`src/rtl/xts_pkg.sv`:
```
package xts_pkg;

    typedef enum logic [3:0] {
        ST_TEXT,
        ST_LT,
        ST_BANG,
        ST_BANG_DASH,
        ST_SNAME,
        ST_TAG,
        ST_ANAME,
        ST_EQ_WAIT,
        ST_Q_WAIT,
        ST_AVALUE,
        ST_SLASH,
        ST_ENAME,
        ST_COMMENT,
        ST_PI,
        ST_ERROR
    } t_scan_state;

    typedef enum logic [3:0] {
        EV_TEXT,
        EV_SNAME,
        EV_ENAME,
        EV_ESPACE,
        EV_ANAME,
        EV_AVALUE,
        EV_COMM,
        EV_PI,
        EV_OPEN,
        EV_SELF,
        EV_ETAG,
        EV_CEND,
        EV_PEND,
        EV_ADONE,
        EV_EOF,
        EV_ERR
    } t_event;

    localparam logic [7:0] CH_LT     = 8'h3C;
    localparam logic [7:0] CH_GT     = 8'h3E;
    localparam logic [7:0] CH_SLASH  = 8'h2F;
    localparam logic [7:0] CH_QMARK  = 8'h3F;
    localparam logic [7:0] CH_EQ     = 8'h3D;
    localparam logic [7:0] CH_BANG   = 8'h21;
    localparam logic [7:0] CH_DASH   = 8'h2D;
    localparam logic [7:0] CH_DQUOTE = 8'h22;
    localparam logic [7:0] CH_SQUOTE = 8'h27;
    localparam logic [7:0] CH_SPACE  = 8'h20;
    localparam logic [7:0] CH_TAB    = 8'h09;
    localparam logic [7:0] CH_LF     = 8'h0A;
    localparam logic [7:0] CH_CR     = 8'h0D;

    localparam logic [1:0] HELD_MAX = 2'd2;

    typedef struct packed {
        t_event     ev;
        logic [7:0] value;
        logic       last;
    } t_result;

    // Results caused by one request: up to three, in order from entry 0.
    typedef struct packed {
        logic [1:0]          count;
        t_result [2:0]       res;
    } t_step;

    function automatic logic is_ws(input logic [7:0] c);
        return (c == CH_SPACE) || (c == CH_TAB) || (c == CH_LF) || (c == CH_CR);
    endfunction

endpackage

```
`src/rtl/xts_stream_if.sv`:
```
interface xts_item_if;
    logic       valid;
    logic       ready;
    logic       opcode;
    logic [7:0] data_byte;

    modport source (output valid, output opcode, output data_byte, input ready);
    modport sink (input valid, input opcode, input data_byte, output ready);
endinterface

interface xts_result_if;
    logic       valid;
    logic       ready;
    logic [3:0] event_res;
    logic [7:0] byte_value;
    logic       last_of_run;

    modport source (output valid, output event_res, output byte_value, output last_of_run,
                    input ready);
    modport sink (input valid, input event_res, input byte_value, input last_of_run,
                  output ready);
endinterface

```
`src/rtl/xml_token_byte_scanner.sv`:
```
// Byte-level XML token scanner. Each request on i_item is one document byte
// (opcode 0) or the end-of-document mark (opcode 1); each request on o_result is
// one labelled event, with last_of_run set on the final event a request caused.
// A request yields zero to three events. Requests are taken one per cycle while
// each yields at most one event and the result side is ready; a request yielding
// several events holds off the next request while they drain from the three-entry
// result buffer, one event per cycle through its single output port while the
// result side is ready. A request passes the input register, then the scan logic
// into the result buffer, before its first event appears. Errors are sticky until
// the end mark, which also resets the scan state.
module xml_token_byte_scanner (
    input  logic        i_clk,
    input  logic        i_rst_n,
    xts_item_if.sink     i_item,
    xts_result_if.source o_result
);
    import xts_pkg::*;

    logic       r_in_valid;
    logic       r_in_opcode;
    logic [7:0] r_in_byte;

    t_step      step;
    logic       load_ok;
    logic       consume;
    logic       load;

    // Retire the held request once its events fit in the buffer; a request
    // without events retires at once
    assign consume = r_in_valid && ((step.count == 2'd0) || load_ok);
    assign load    = consume && (step.count != 2'd0);

    assign i_item.ready = !r_in_valid || consume;

    always_ff @(posedge i_clk) begin
        if (!i_rst_n) begin
            r_in_valid <= 1'b0;
        end else if (i_item.valid && i_item.ready) begin
            r_in_valid <= 1'b1;
        end else if (consume) begin
            r_in_valid <= 1'b0;
        end
    end

    // Hold the payload until the next request is taken
    always_ff @(posedge i_clk) begin
        if (i_item.valid && i_item.ready) begin
            r_in_opcode <= i_item.opcode;
            r_in_byte   <= i_item.data_byte;
        end
    end

    xts_scan_core u_scan_core (
        .i_clk       (i_clk),
        .i_rst_n     (i_rst_n),
        .i_step      (consume),
        .i_opcode    (r_in_opcode),
        .i_data_byte (r_in_byte),
        .o_step      (step)
    );

    xts_result_buf u_result_buf (
        .i_clk     (i_clk),
        .i_rst_n   (i_rst_n),
        .i_load    (load),
        .i_step    (step),
        .o_load_ok (load_ok),
        .o_result  (o_result)
    );

endmodule

```
`src/rtl/xts_scan_core.sv`:
```
module xts_scan_core (
    input  logic          i_clk,
    input  logic          i_rst_n,
    input  logic          i_step,
    input  logic          i_opcode,
    input  logic [7:0]    i_data_byte,
    output xts_pkg::t_step o_step
);
    import xts_pkg::*;

    t_scan_state r_state, n_state;
    logic [1:0]  r_held, n_held;
    logic        r_quote_single, n_quote_single;
    logic        r_nonblank, n_nonblank;

    logic [7:0]  c;
    logic        ws;

    // Shared decode for a byte following a non-empty start-tag name
    logic        name_push;
    t_event      name_ev;
    logic [7:0]  name_val;
    t_scan_state name_next;

    assign c  = i_data_byte;
    assign ws = is_ws(c);

    always_comb begin
        name_push = !(ws || c == CH_SLASH);
        name_ev   = (c == CH_GT) ? EV_OPEN : EV_SNAME;
        name_val  = (c == CH_GT) ? 8'h00 : c;
        if (ws) begin
            name_next = ST_TAG;
        end else if (c == CH_SLASH) begin
            name_next = ST_SLASH;
        end else if (c == CH_GT) begin
            name_next = ST_TEXT;
        end else begin
            name_next = ST_SNAME;
        end
    end

    // Next state
    always_comb begin
        n_state        = r_state;
        n_held         = r_held;
        n_quote_single = r_quote_single;
        n_nonblank     = r_nonblank;
        if (i_opcode) begin
            n_state        = ST_TEXT;
            n_held         = 2'd0;
            n_quote_single = 1'b0;
            n_nonblank     = 1'b0;
        end else begin
            case (r_state)
                ST_TEXT: begin
                    if (c == CH_LT) n_state = ST_LT;
                end
                ST_LT: begin
                    if (c == CH_SLASH) begin
                        n_state    = ST_ENAME;
                        n_nonblank = 1'b0;
                    end else if (c == CH_BANG) begin
                        n_state = ST_BANG;
                    end else if (c == CH_QMARK) begin
                        n_state = ST_PI;
                        n_held  = 2'd0;
                    end else if (ws || c == CH_GT) begin
                        n_state = ST_ERROR;
                        n_held  = 2'd0;
                    end else begin
                        n_state = ST_SNAME;
                    end
                end
                ST_BANG: begin
                    n_state = (c == CH_DASH) ? ST_BANG_DASH : name_next;
                end
                ST_BANG_DASH: begin
                    if (c == CH_DASH) begin
                        n_state = ST_COMMENT;
                        n_held  = 2'd0;
                    end else begin
                        n_state = name_next;
                    end
                end
                ST_SNAME: begin
                    n_state = name_next;
                end
                ST_TAG: begin
                    if (ws) begin
                        n_state = ST_TAG;
                    end else if (c == CH_GT) begin
                        n_state = ST_TEXT;
                    end else if (c == CH_SLASH) begin
                        n_state = ST_SLASH;
                    end else if (c == CH_QMARK || c == CH_EQ) begin
                        n_state = ST_ERROR;
                        n_held  = 2'd0;
                    end else begin
                        n_state = ST_ANAME;
                    end
                end
                ST_ANAME: begin
                    if (c == CH_EQ) begin
                        n_state = ST_Q_WAIT;
                    end else if (ws) begin
                        n_state = ST_EQ_WAIT;
                    end else if (c == CH_GT || c == CH_SLASH) begin
                        n_state = ST_ERROR;
                        n_held  = 2'd0;
                    end
                end
                ST_EQ_WAIT: begin
                    if (c == CH_EQ) begin
                        n_state = ST_Q_WAIT;
                    end else if (!ws) begin
                        n_state = ST_ERROR;
                        n_held  = 2'd0;
                    end
                end
                ST_Q_WAIT: begin
                    if (c == CH_DQUOTE) begin
                        n_state        = ST_AVALUE;
                        n_quote_single = 1'b0;
                    end else if (c == CH_SQUOTE) begin
                        n_state        = ST_AVALUE;
                        n_quote_single = 1'b1;
                    end else if (!ws) begin
                        n_state = ST_ERROR;
                        n_held  = 2'd0;
                    end
                end
                ST_AVALUE: begin
                    if (c == (r_quote_single ? CH_SQUOTE : CH_DQUOTE)) begin
                        n_state        = ST_TAG;
                        n_quote_single = 1'b0;
                    end
                end
                ST_SLASH: begin
                    if (c == CH_GT) begin
                        n_state = ST_TEXT;
                    end else begin
                        n_state = ST_ERROR;
                        n_held  = 2'd0;
                    end
                end
                ST_ENAME: begin
                    if (c == CH_GT) begin
                        if (r_nonblank) begin
                            n_state    = ST_TEXT;
                            n_nonblank = 1'b0;
                        end else begin
                            n_state = ST_ERROR;
                            n_held  = 2'd0;
                        end
                    end else if (!ws) begin
                        n_nonblank = 1'b1;
                    end
                end
                ST_COMMENT: begin
                    if (c == CH_DASH) begin
                        if (r_held < HELD_MAX) n_held = r_held + 2'd1;
                    end else if (c == CH_GT && r_held == HELD_MAX) begin
                        n_held  = 2'd0;
                        n_state = ST_TEXT;
                    end else begin
                        n_held = 2'd0;
                    end
                end
                ST_PI: begin
                    if (c == CH_QMARK) begin
                        n_held = 2'd1;
                    end else if (c == CH_GT && r_held != 2'd0) begin
                        n_held  = 2'd0;
                        n_state = ST_TEXT;
                    end else begin
                        n_held = 2'd0;
                    end
                end
                ST_ERROR: begin
                    n_state = ST_ERROR;
                    n_held  = 2'd0;
                end
                default: begin
                    n_state = ST_ERROR;
                    n_held  = 2'd0;
                end
            endcase
        end
    end

    // Results
    always_comb begin
        logic [1:0] cnt;
        cnt    = 2'd0;
        o_step = '0;
        if (i_opcode) begin
            o_step.res[cnt] = '{ev: (r_state == ST_TEXT) ? EV_EOF : EV_ERR,
                                value: 8'h00, last: 1'b0};
            cnt = cnt + 2'd1;
        end else begin
            case (r_state)
                ST_TEXT: begin
                    if (c != CH_LT) begin
                        o_step.res[cnt] = '{ev: EV_TEXT, value: c, last: 1'b0};
                        cnt = cnt + 2'd1;
                    end
                end
                ST_LT: begin
                    if (c == CH_SLASH || c == CH_BANG || c == CH_QMARK) begin
                        cnt = cnt;
                    end else if (ws || c == CH_GT) begin
                        o_step.res[cnt] = '{ev: EV_ERR, value: 8'h00, last: 1'b0};
                        cnt = cnt + 2'd1;
                    end else begin
                        o_step.res[cnt] = '{ev: EV_SNAME, value: c, last: 1'b0};
                        cnt = cnt + 2'd1;
                    end
                end
                ST_BANG, ST_BANG_DASH: begin
                    // Not a comment opener: release the held bang (and dash) as name bytes
                    if (c != CH_DASH) begin
                        o_step.res[cnt] = '{ev: EV_SNAME, value: CH_BANG, last: 1'b0};
                        cnt = cnt + 2'd1;
                        if (r_state == ST_BANG_DASH) begin
                            o_step.res[cnt] = '{ev: EV_SNAME, value: CH_DASH, last: 1'b0};
                            cnt = cnt + 2'd1;
                        end
                        if (name_push) begin
                            o_step.res[cnt] = '{ev: name_ev, value: name_val, last: 1'b0};
                            cnt = cnt + 2'd1;
                        end
                    end
                end
                ST_SNAME: begin
                    if (name_push) begin
                        o_step.res[cnt] = '{ev: name_ev, value: name_val, last: 1'b0};
                        cnt = cnt + 2'd1;
                    end
                end
                ST_TAG: begin
                    if (ws || c == CH_SLASH) begin
                        cnt = cnt;
                    end else if (c == CH_GT) begin
                        o_step.res[cnt] = '{ev: EV_OPEN, value: 8'h00, last: 1'b0};
                        cnt = cnt + 2'd1;
                    end else if (c == CH_QMARK || c == CH_EQ) begin
                        o_step.res[cnt] = '{ev: EV_ERR, value: 8'h00, last: 1'b0};
                        cnt = cnt + 2'd1;
                    end else begin
                        o_step.res[cnt] = '{ev: EV_ANAME, value: c, last: 1'b0};
                        cnt = cnt + 2'd1;
                    end
                end
                ST_ANAME: begin
                    if (c == CH_EQ || ws) begin
                        cnt = cnt;
                    end else if (c == CH_GT || c == CH_SLASH) begin
                        o_step.res[cnt] = '{ev: EV_ERR, value: 8'h00, last: 1'b0};
                        cnt = cnt + 2'd1;
                    end else begin
                        o_step.res[cnt] = '{ev: EV_ANAME, value: c, last: 1'b0};
                        cnt = cnt + 2'd1;
                    end
                end
                ST_EQ_WAIT: begin
                    if (!ws && c != CH_EQ) begin
                        o_step.res[cnt] = '{ev: EV_ERR, value: 8'h00, last: 1'b0};
                        cnt = cnt + 2'd1;
                    end
                end
                ST_Q_WAIT: begin
                    if (!ws && c != CH_DQUOTE && c != CH_SQUOTE) begin
                        o_step.res[cnt] = '{ev: EV_ERR, value: 8'h00, last: 1'b0};
                        cnt = cnt + 2'd1;
                    end
                end
                ST_AVALUE: begin
                    if (c == (r_quote_single ? CH_SQUOTE : CH_DQUOTE)) begin
                        o_step.res[cnt] = '{ev: EV_ADONE, value: 8'h00, last: 1'b0};
                    end else begin
                        o_step.res[cnt] = '{ev: EV_AVALUE, value: c, last: 1'b0};
                    end
                    cnt = cnt + 2'd1;
                end
                ST_SLASH: begin
                    if (c == CH_GT) begin
                        o_step.res[cnt] = '{ev: EV_SELF, value: 8'h00, last: 1'b0};
                    end else begin
                        o_step.res[cnt] = '{ev: EV_ERR, value: 8'h00, last: 1'b0};
                    end
                    cnt = cnt + 2'd1;
                end
                ST_ENAME: begin
                    if (c == CH_GT) begin
                        o_step.res[cnt] = '{ev: r_nonblank ? EV_ETAG : EV_ERR,
                                            value: 8'h00, last: 1'b0};
                    end else if (ws) begin
                        o_step.res[cnt] = '{ev: EV_ESPACE, value: c, last: 1'b0};
                    end else begin
                        o_step.res[cnt] = '{ev: EV_ENAME, value: c, last: 1'b0};
                    end
                    cnt = cnt + 2'd1;
                end
                ST_COMMENT: begin
                    if (c == CH_DASH) begin
                        if (r_held == HELD_MAX) begin
                            o_step.res[cnt] = '{ev: EV_COMM, value: CH_DASH, last: 1'b0};
                            cnt = cnt + 2'd1;
                        end
                    end else if (c == CH_GT && r_held == HELD_MAX) begin
                        o_step.res[cnt] = '{ev: EV_CEND, value: 8'h00, last: 1'b0};
                        cnt = cnt + 2'd1;
                    end else begin
                        // Flush the held dashes ahead of this byte
                        if (r_held != 2'd0) begin
                            o_step.res[cnt] = '{ev: EV_COMM, value: CH_DASH, last: 1'b0};
                            cnt = cnt + 2'd1;
                        end
                        if (r_held == HELD_MAX) begin
                            o_step.res[cnt] = '{ev: EV_COMM, value: CH_DASH, last: 1'b0};
                            cnt = cnt + 2'd1;
                        end
                        o_step.res[cnt] = '{ev: EV_COMM, value: c, last: 1'b0};
                        cnt = cnt + 2'd1;
                    end
                end
                ST_PI: begin
                    if (c == CH_GT && r_held != 2'd0) begin
                        o_step.res[cnt] = '{ev: EV_PEND, value: 8'h00, last: 1'b0};
                        cnt = cnt + 2'd1;
                    end else begin
                        if (r_held != 2'd0) begin
                            o_step.res[cnt] = '{ev: EV_PI, value: CH_QMARK, last: 1'b0};
                            cnt = cnt + 2'd1;
                        end
                        if (c != CH_QMARK) begin
                            o_step.res[cnt] = '{ev: EV_PI, value: c, last: 1'b0};
                            cnt = cnt + 2'd1;
                        end
                    end
                end
                ST_ERROR: begin
                    o_step.res[cnt] = '{ev: EV_ERR, value: 8'h00, last: 1'b0};
                    cnt = cnt + 2'd1;
                end
                default: begin
                    o_step.res[cnt] = '{ev: EV_ERR, value: 8'h00, last: 1'b0};
                    cnt = cnt + 2'd1;
                end
            endcase
        end
        for (int i = 0; i < 3; i++) begin
            o_step.res[i].last = ((2'(i) + 2'd1) == cnt);
        end
        o_step.count = cnt;
    end

    always_ff @(posedge i_clk) begin
        if (!i_rst_n) begin
            r_state        <= ST_TEXT;
            r_held         <= 2'd0;
            r_quote_single <= 1'b0;
            r_nonblank     <= 1'b0;
        end else if (i_step) begin
            r_state        <= n_state;
            r_held         <= n_held;
            r_quote_single <= n_quote_single;
            r_nonblank     <= n_nonblank;
        end
    end

endmodule

```
`src/rtl/xts_result_buf.sv`:
```
module xts_result_buf (
    input  logic           i_clk,
    input  logic           i_rst_n,
    input  logic           i_load,
    input  xts_pkg::t_step i_step,
    output logic           o_load_ok,
    xts_result_if.source   o_result
);
    import xts_pkg::*;

    t_result    r_res [3];
    logic [1:0] r_left;
    logic       pop;

    assign pop       = (r_left != 2'd0) && o_result.ready;
    // Room for a new run when empty, or once the last entry leaves in this cycle
    assign o_load_ok = (r_left == 2'd0) || ((r_left == 2'd1) && o_result.ready);

    assign o_result.valid       = (r_left != 2'd0);
    assign o_result.event_res   = r_res[0].ev;
    assign o_result.byte_value  = r_res[0].value;
    assign o_result.last_of_run = r_res[0].last;

    always_ff @(posedge i_clk) begin
        if (!i_rst_n) begin
            r_left <= 2'd0;
        end else if (i_load) begin
            r_left <= i_step.count;
        end else if (pop) begin
            r_left <= r_left - 2'd1;
        end
    end

    always_ff @(posedge i_clk) begin
        if (i_load) begin
            r_res[0] <= i_step.res[0];
            r_res[1] <= i_step.res[1];
            r_res[2] <= i_step.res[2];
        end else if (pop) begin
            r_res[0] <= r_res[1];
            r_res[1] <= r_res[2];
        end
    end

endmodule

```
`src/flat_wrapper.sv`:
```
// flat-port wrapper written by rule: the top's interface ports become plain ports
module xml_token_byte_scanner_flat import xts_pkg::*;
  (i_clk, i_rst_n, i_item_valid, i_item_opcode, i_item_data_byte, i_item_ready, o_result_valid, o_result_event_res, o_result_byte_value, o_result_last_of_run, o_result_ready);
  xts_item_if i_item_i ();
  xts_result_if o_result_i ();
  input  logic i_clk;
  input  logic i_rst_n;
  input wire logic [$bits(i_item_i.valid)-1:0] i_item_valid;
  input wire logic [$bits(i_item_i.opcode)-1:0] i_item_opcode;
  input wire logic [$bits(i_item_i.data_byte)-1:0] i_item_data_byte;
  output wire logic [$bits(i_item_i.ready)-1:0] i_item_ready;
  output wire logic [$bits(o_result_i.valid)-1:0] o_result_valid;
  output wire logic [$bits(o_result_i.event_res)-1:0] o_result_event_res;
  output wire logic [$bits(o_result_i.byte_value)-1:0] o_result_byte_value;
  output wire logic [$bits(o_result_i.last_of_run)-1:0] o_result_last_of_run;
  input wire logic [$bits(o_result_i.ready)-1:0] o_result_ready;
  assign i_item_i.valid = i_item_valid;
  assign i_item_i.opcode = i_item_opcode;
  assign i_item_i.data_byte = i_item_data_byte;
  assign i_item_ready = i_item_i.ready;
  assign o_result_valid = o_result_i.valid;
  assign o_result_event_res = o_result_i.event_res;
  assign o_result_byte_value = o_result_i.byte_value;
  assign o_result_last_of_run = o_result_i.last_of_run;
  assign o_result_i.ready = o_result_ready;
  xml_token_byte_scanner u_core (.i_clk(i_clk), .i_rst_n(i_rst_n), .i_item(i_item_i), .o_result(o_result_i));
endmodule
```
`config.mk`:
```
export PLATFORM = sky130hd
export DESIGN_NAME = xml_token_byte_scanner_flat
export DESIGN_NICKNAME = d
export VERILOG_FILES = /design/src/rtl/xts_pkg.sv /design/src/rtl/xts_stream_if.sv /design/src/rtl/xml_token_byte_scanner.sv /design/src/rtl/xts_scan_core.sv /design/src/rtl/xts_result_buf.sv /design/src/flat_wrapper.sv
export SDC_FILE = /design/constraint.sdc
export NUM_CORES = 1
export LEC_CHECK = 0
export ABC_AREA = 1
export BUFFER_PORTS_ARGS = -buffer_cell sky130_fd_sc_hd__buf_4
export CELL_PAD_IN_SITES_DETAIL_PLACEMENT = 1
export CELL_PAD_IN_SITES_GLOBAL_PLACEMENT = 1
export CORE_AREA = 2 2 108 110
export CTS_BUF_LIST = sky130_fd_sc_hd__clkbuf_8
export CTS_CLUSTER_DIAMETER = 80
export DETAILED_ROUTE_END_ITERATION = 12
export DIE_AREA = 0 0 110 112
export GPL_TIMING_DRIVEN = 0
export PLACE_DENSITY_LB_ADDON = 0.1
export SYNTH_ARGS = -nofsm -noshare
export SYNTH_HDL_FRONTEND = slang
export SYNTH_SLANG_ARGS = --single-unit
```
`constraint.sdc`:
```
create_clock -name i_clk -period 4.53 [get_ports i_clk]
set_clock_uncertainty 0.2 [all_clocks]
set_input_delay 0.6795 -clock i_clk [delete_from_list [all_inputs] [get_ports i_clk]]
set_output_delay 0.6795 -clock i_clk [all_outputs]
set_load 0.05 [all_outputs]
```
==> flow_metrics.env <==
export IMPL_status="finished, final reports clean"
export IMPL_n_antenna_cell=0
export IMPL_cts_root_buf="clkbuf_8"
export IMPL_rsz0062_at_grt="no"
export IMPL_clk_path_buf_depth=2
export IMPL_hold_viol_final=0
export IMPL_numCtsBuffers=9
export IMPL_wire_per_inst_um=19.8
export IMPL_register_area_mm2=0.00160
export IMPL_syn_nets=642
export IMPL_core_area_mm2=0.0112
export IMPL_slowest_delay_ns=0.54
export IMPL_clock_latency_ns=0.36
export IMPL_fin_nets=679
export IMPL_yosysUniqueCellTypes=40
export IMPL_critPathKind="reg2out"
export IMPL_port_buffers=26
export IMPL_firstDrtPassIters=4
export IMPL_syn_inst=621
export IMPL_crit_path_max_fanout=7
export IMPL_utilization_pct=44.6
export IMPL_avgViaCountPerCell=5.39
export IMPL_syn2layout_area_growth_pct=14.3
export IMPL_drc=0
export IMPL_power_density_mw_per_mm2=490
export IMPL_tritoncts="yes"
export IMPL_ios=28
export IMPL_dp_hpwl_um=12800
export IMPL_syn_cell_area_mm2=0.00436
export IMPL_finalCritPeriodShare_pct=91.3
export IMPL_drtAntennaViolNets=0
export IMPL_wl_um=16000
export IMPL_tightest_slew_ns=1.13
export IMPL_syn_avg_cell_area_um2=7.02
export IMPL_cts_sinks=57
export IMPL_max_freq_mhz=242
export IMPL_cts_clk_slew_worst_paths_ns=0.08
export IMPL_cts_max_level=3
export IMPL_yosysSeqAreaShare_pct=36.7
export IMPL_reg2reg_slack_ns=0.44
export IMPL_cts_resized=0
export IMPL_cp_start_kind="register"
export IMPL_grt_pass1_wl_um=25400
export IMPL_drtIter0Drc=314
export IMPL_drive_gt1_share_pct=17.0
export IMPL_crit_path_end_kind="output port"
export IMPL_first_global_vias=4504
export IMPL_gp_congestion=0.973
export IMPL_grt_util_all_layers_pct=27.6
export IMPL_grt_max_degree=26
export IMPL_synth_seq_cells=57
export IMPL_holdCritPathClass="in2reg"
export IMPL_antenna_found_initial=0
export IMPL_slew_violations=0
export IMPL_critical_path_required_ns=3.65
export IMPL_worstReg2RegEnd="u_core.u_result_buf.r_res[0][24]"
export IMPL_cts_setup_buffers=0
export IMPL_p_leak_uw=0.00228
export IMPL_die_w_um=110
export IMPL_irDropWorstVdd_mv=0.290
export IMPL_row_count=39
export IMPL_finalSetupViolations=0
export IMPL_vias=4341
export IMPL_die_area_mm2=0.0123
export IMPL_maxCapViolCount=0
export IMPL_overflow=0
export IMPL_timing_rr_start="u_core.r_in_byte[5]"
export IMPL_rr_worst_depth=14
export IMPL_ctsHoldBuffers=0
export IMPL_multi_input_area_mm2=0.00229
export IMPL_setup_tns_ns=0
export IMPL_synth_warnings=0
export IMPL_fillers=1457
export IMPL_worstSetupStartpoint="u_core.r_in_byte[5]"
export IMPL_crit_path_end="i_item_ready"
export IMPL_fin_crit_ns=4.13
export IMPL_initial_utilization_pct=39.0
export IMPL_slew_headroom_pct=24.7
export IMPL_critPathArrivalTime_ns=3.25
export IMPL_cp_slowest_cell="edfxtp_1"
export IMPL_cp_cell_sequence="nand2_1 -> nor2_4 -> nand2_1 -> inv_1 -> nor2_1 -> inv_1 -> ha_1 -> inv_1 -> nand2_1 -> o21ai_1 -> nor2_2 -> nand3_2 -> nand3_1 -> buf_4"
export IMPL_chipHeight_um=112
[cell usage in the layout (no fill, tap or decap), drive strengths merged, types with 2 or more instances in the layout]
| cell | Yosys | routed |
|---|---|---|
| nand3 | 64 | 64 |
| clkbuf | 2 | 11 |
| clkinv | 1 | 3 |
| o21a | 2 | 2 |
| a31oi | 2 | 2 |
| bufinv | 0 | 3 |
| buf | 21 | 47 |
| o22ai | 2 | 2 |
| nor2 | 98 | 98 |
| inv | 76 | 78 |
| nor3 | 15 | 15 |
| dfxtp | 11 | 11 |
| ha | 8 | 8 |
| edfxtp | 46 | 46 |
| o211ai | 2 | 2 |
| nor3b | 2 | 2 |
| a21oi | 19 | 19 |
| o2111ai | 2 | 2 |
| o21ai | 44 | 44 |
| a211oi | 2 | 2 |
| nand2 | 184 | 184 |
| nand4 | 13 | 13 |
| o21bai | 2 | 2 |
[power breakdown]
part,switching (uW),total (uW),internal (uW)
clock,250,622,371
combinational,723,1040,318
sequential,59.1,781,722
[routing by layer]
| metal | track usage [%] | part of all wire [%] | vias up |
|---|---|---|---|
| li1 | - | - | 2111 |
| met1 | 36.8 | 43 | 2119 |
| met2 | 44.9 | 48 | 86 |
| met3 | 4.27 | 4.6 | 25 |
| met4 | 9.87 | 3.6 | 0 |
| met5 | 0 | 0 | - |
[stage by stage]
| stage | area, um^2 | power (uW) | cells | hold WS [ns] | worst slack (ns) |
|---|---|---|---|---|---|
| after floorplan | 4360 | 1520 | 621 | 0.287 | 1.32 |
| after global routing | 4980 | 2610 | 806 | 0.274 | 0.0870 |
| after global placement | 4730 | 1810 | 790 | 0.299 | 0.504 |
| after CTS | 4980 | 2460 | 806 | 0.279 | 0.372 |
| after detailed placement | 4730 | 1830 | 790 | 0.313 | 0.411 |
| final | 4980 | 2440 | 806 | 0.294 | 0.396 |
[synth_stat cells (all sizes together)]
cell	n	share of area, %
buf	21	3.8
inv	76	6.7
nor3	15	1.7
dfxtp	11	5.1
o21a	2	0.34
a221oi	1	0.20
o21ai	44	5.9
a211oi	2	0.34
clkbuf	2	0.17
edfxtp	46	32
xnor2	1	0.20
a21oi	19	2.7
clkinv	1	0.11
nor3b	2	0.34
nor2	98	9.5
o2111ai	2	0.40
nand3	64	7.9
o211ai	2	0.34
a31oi	2	0.29
nand4	13	1.9
o22ai	2	0.29
ha	8	2.3
or3	1	0.14
nand2	184	17
o21bai	2	0.34
[how the worst min path moves through the flow]
stage,cells past startpoint,slack [ns],startpoint,end
after floorplan,2,0.29,u_core.u_result_buf.r_res[1][3],u_core.u_result_buf.r_res[0][16]
after global placement,2,0.30,u_core.u_result_buf.r_res[1][5],u_core.u_result_buf.r_res[0][18]
after detailed placement,2,0.31,u_core.u_result_buf.r_res[1][11],u_core.u_result_buf.r_res[0][24]
after CTS,1,0.28,i_item_data_byte[4],u_core.r_in_byte[4]
after global routing,1,0.27,i_item_data_byte[6],u_core.r_in_byte[6]
final,1,0.29,i_item_data_byte[6],u_core.r_in_byte[6]
[cells by family (layout without fill, tap and decap cells)]
| kind of cell | count (synthesis) | after routing | share of synthesized area (%) |
|---|---|---|---|
| adders and majority gates | 8 | 8 | 2.30 |
| DFF | 57 | 57 | 36.7 |
| and+or+nand+nor | 377 | 377 | 38.8 |
| AOI/OAI and AO/OA | 78 | 78 | 11.2 |
| xor gates and xnor gates | 1 | 1 | 0.201 |
| buffers and inverters | 100 | 142 | 10.8 |
[flip-flops by register name (all words and copies together), names as in the netlist]
name and flops:
u_core.r_in_opcode 1, u_core.u_scan_core.r_nonblank 1, u_core.u_scan_core.r_held 2, u_core.u_scan_core.r_state 4, u_core.u_scan_core.r_quote_single 1, u_core.u_result_buf.r_left 2
u_core.r_in_byte 8, u_core.u_result_buf.r_res 37, u_core.r_in_valid 1
[layout make-up]
class / instances / area share, %
multi-input combinational: 464 / 45.9
sequential: 57 / 32.1
inverter: 77 / 5.98
timing repair buffer: 26 / 3.92
tap: 143 / 3.59
buffer: 23 / 3.51
clock inverter: 7 / 2.51
clock buffer: 9 / 2.49
[critical path, delay by kind of cell, from the launching register on]
kind / cells / cell delay [ns]
AOI/OAI and AO/OA: 1 / 0.07
adders and majority gates: 1 / 0.28
buffers and inverters: 4 / 0.52
DFF: 1 / 0.54
and+or+nand+nor: 8 / 1.49
(Power assumes the default switching activity.)
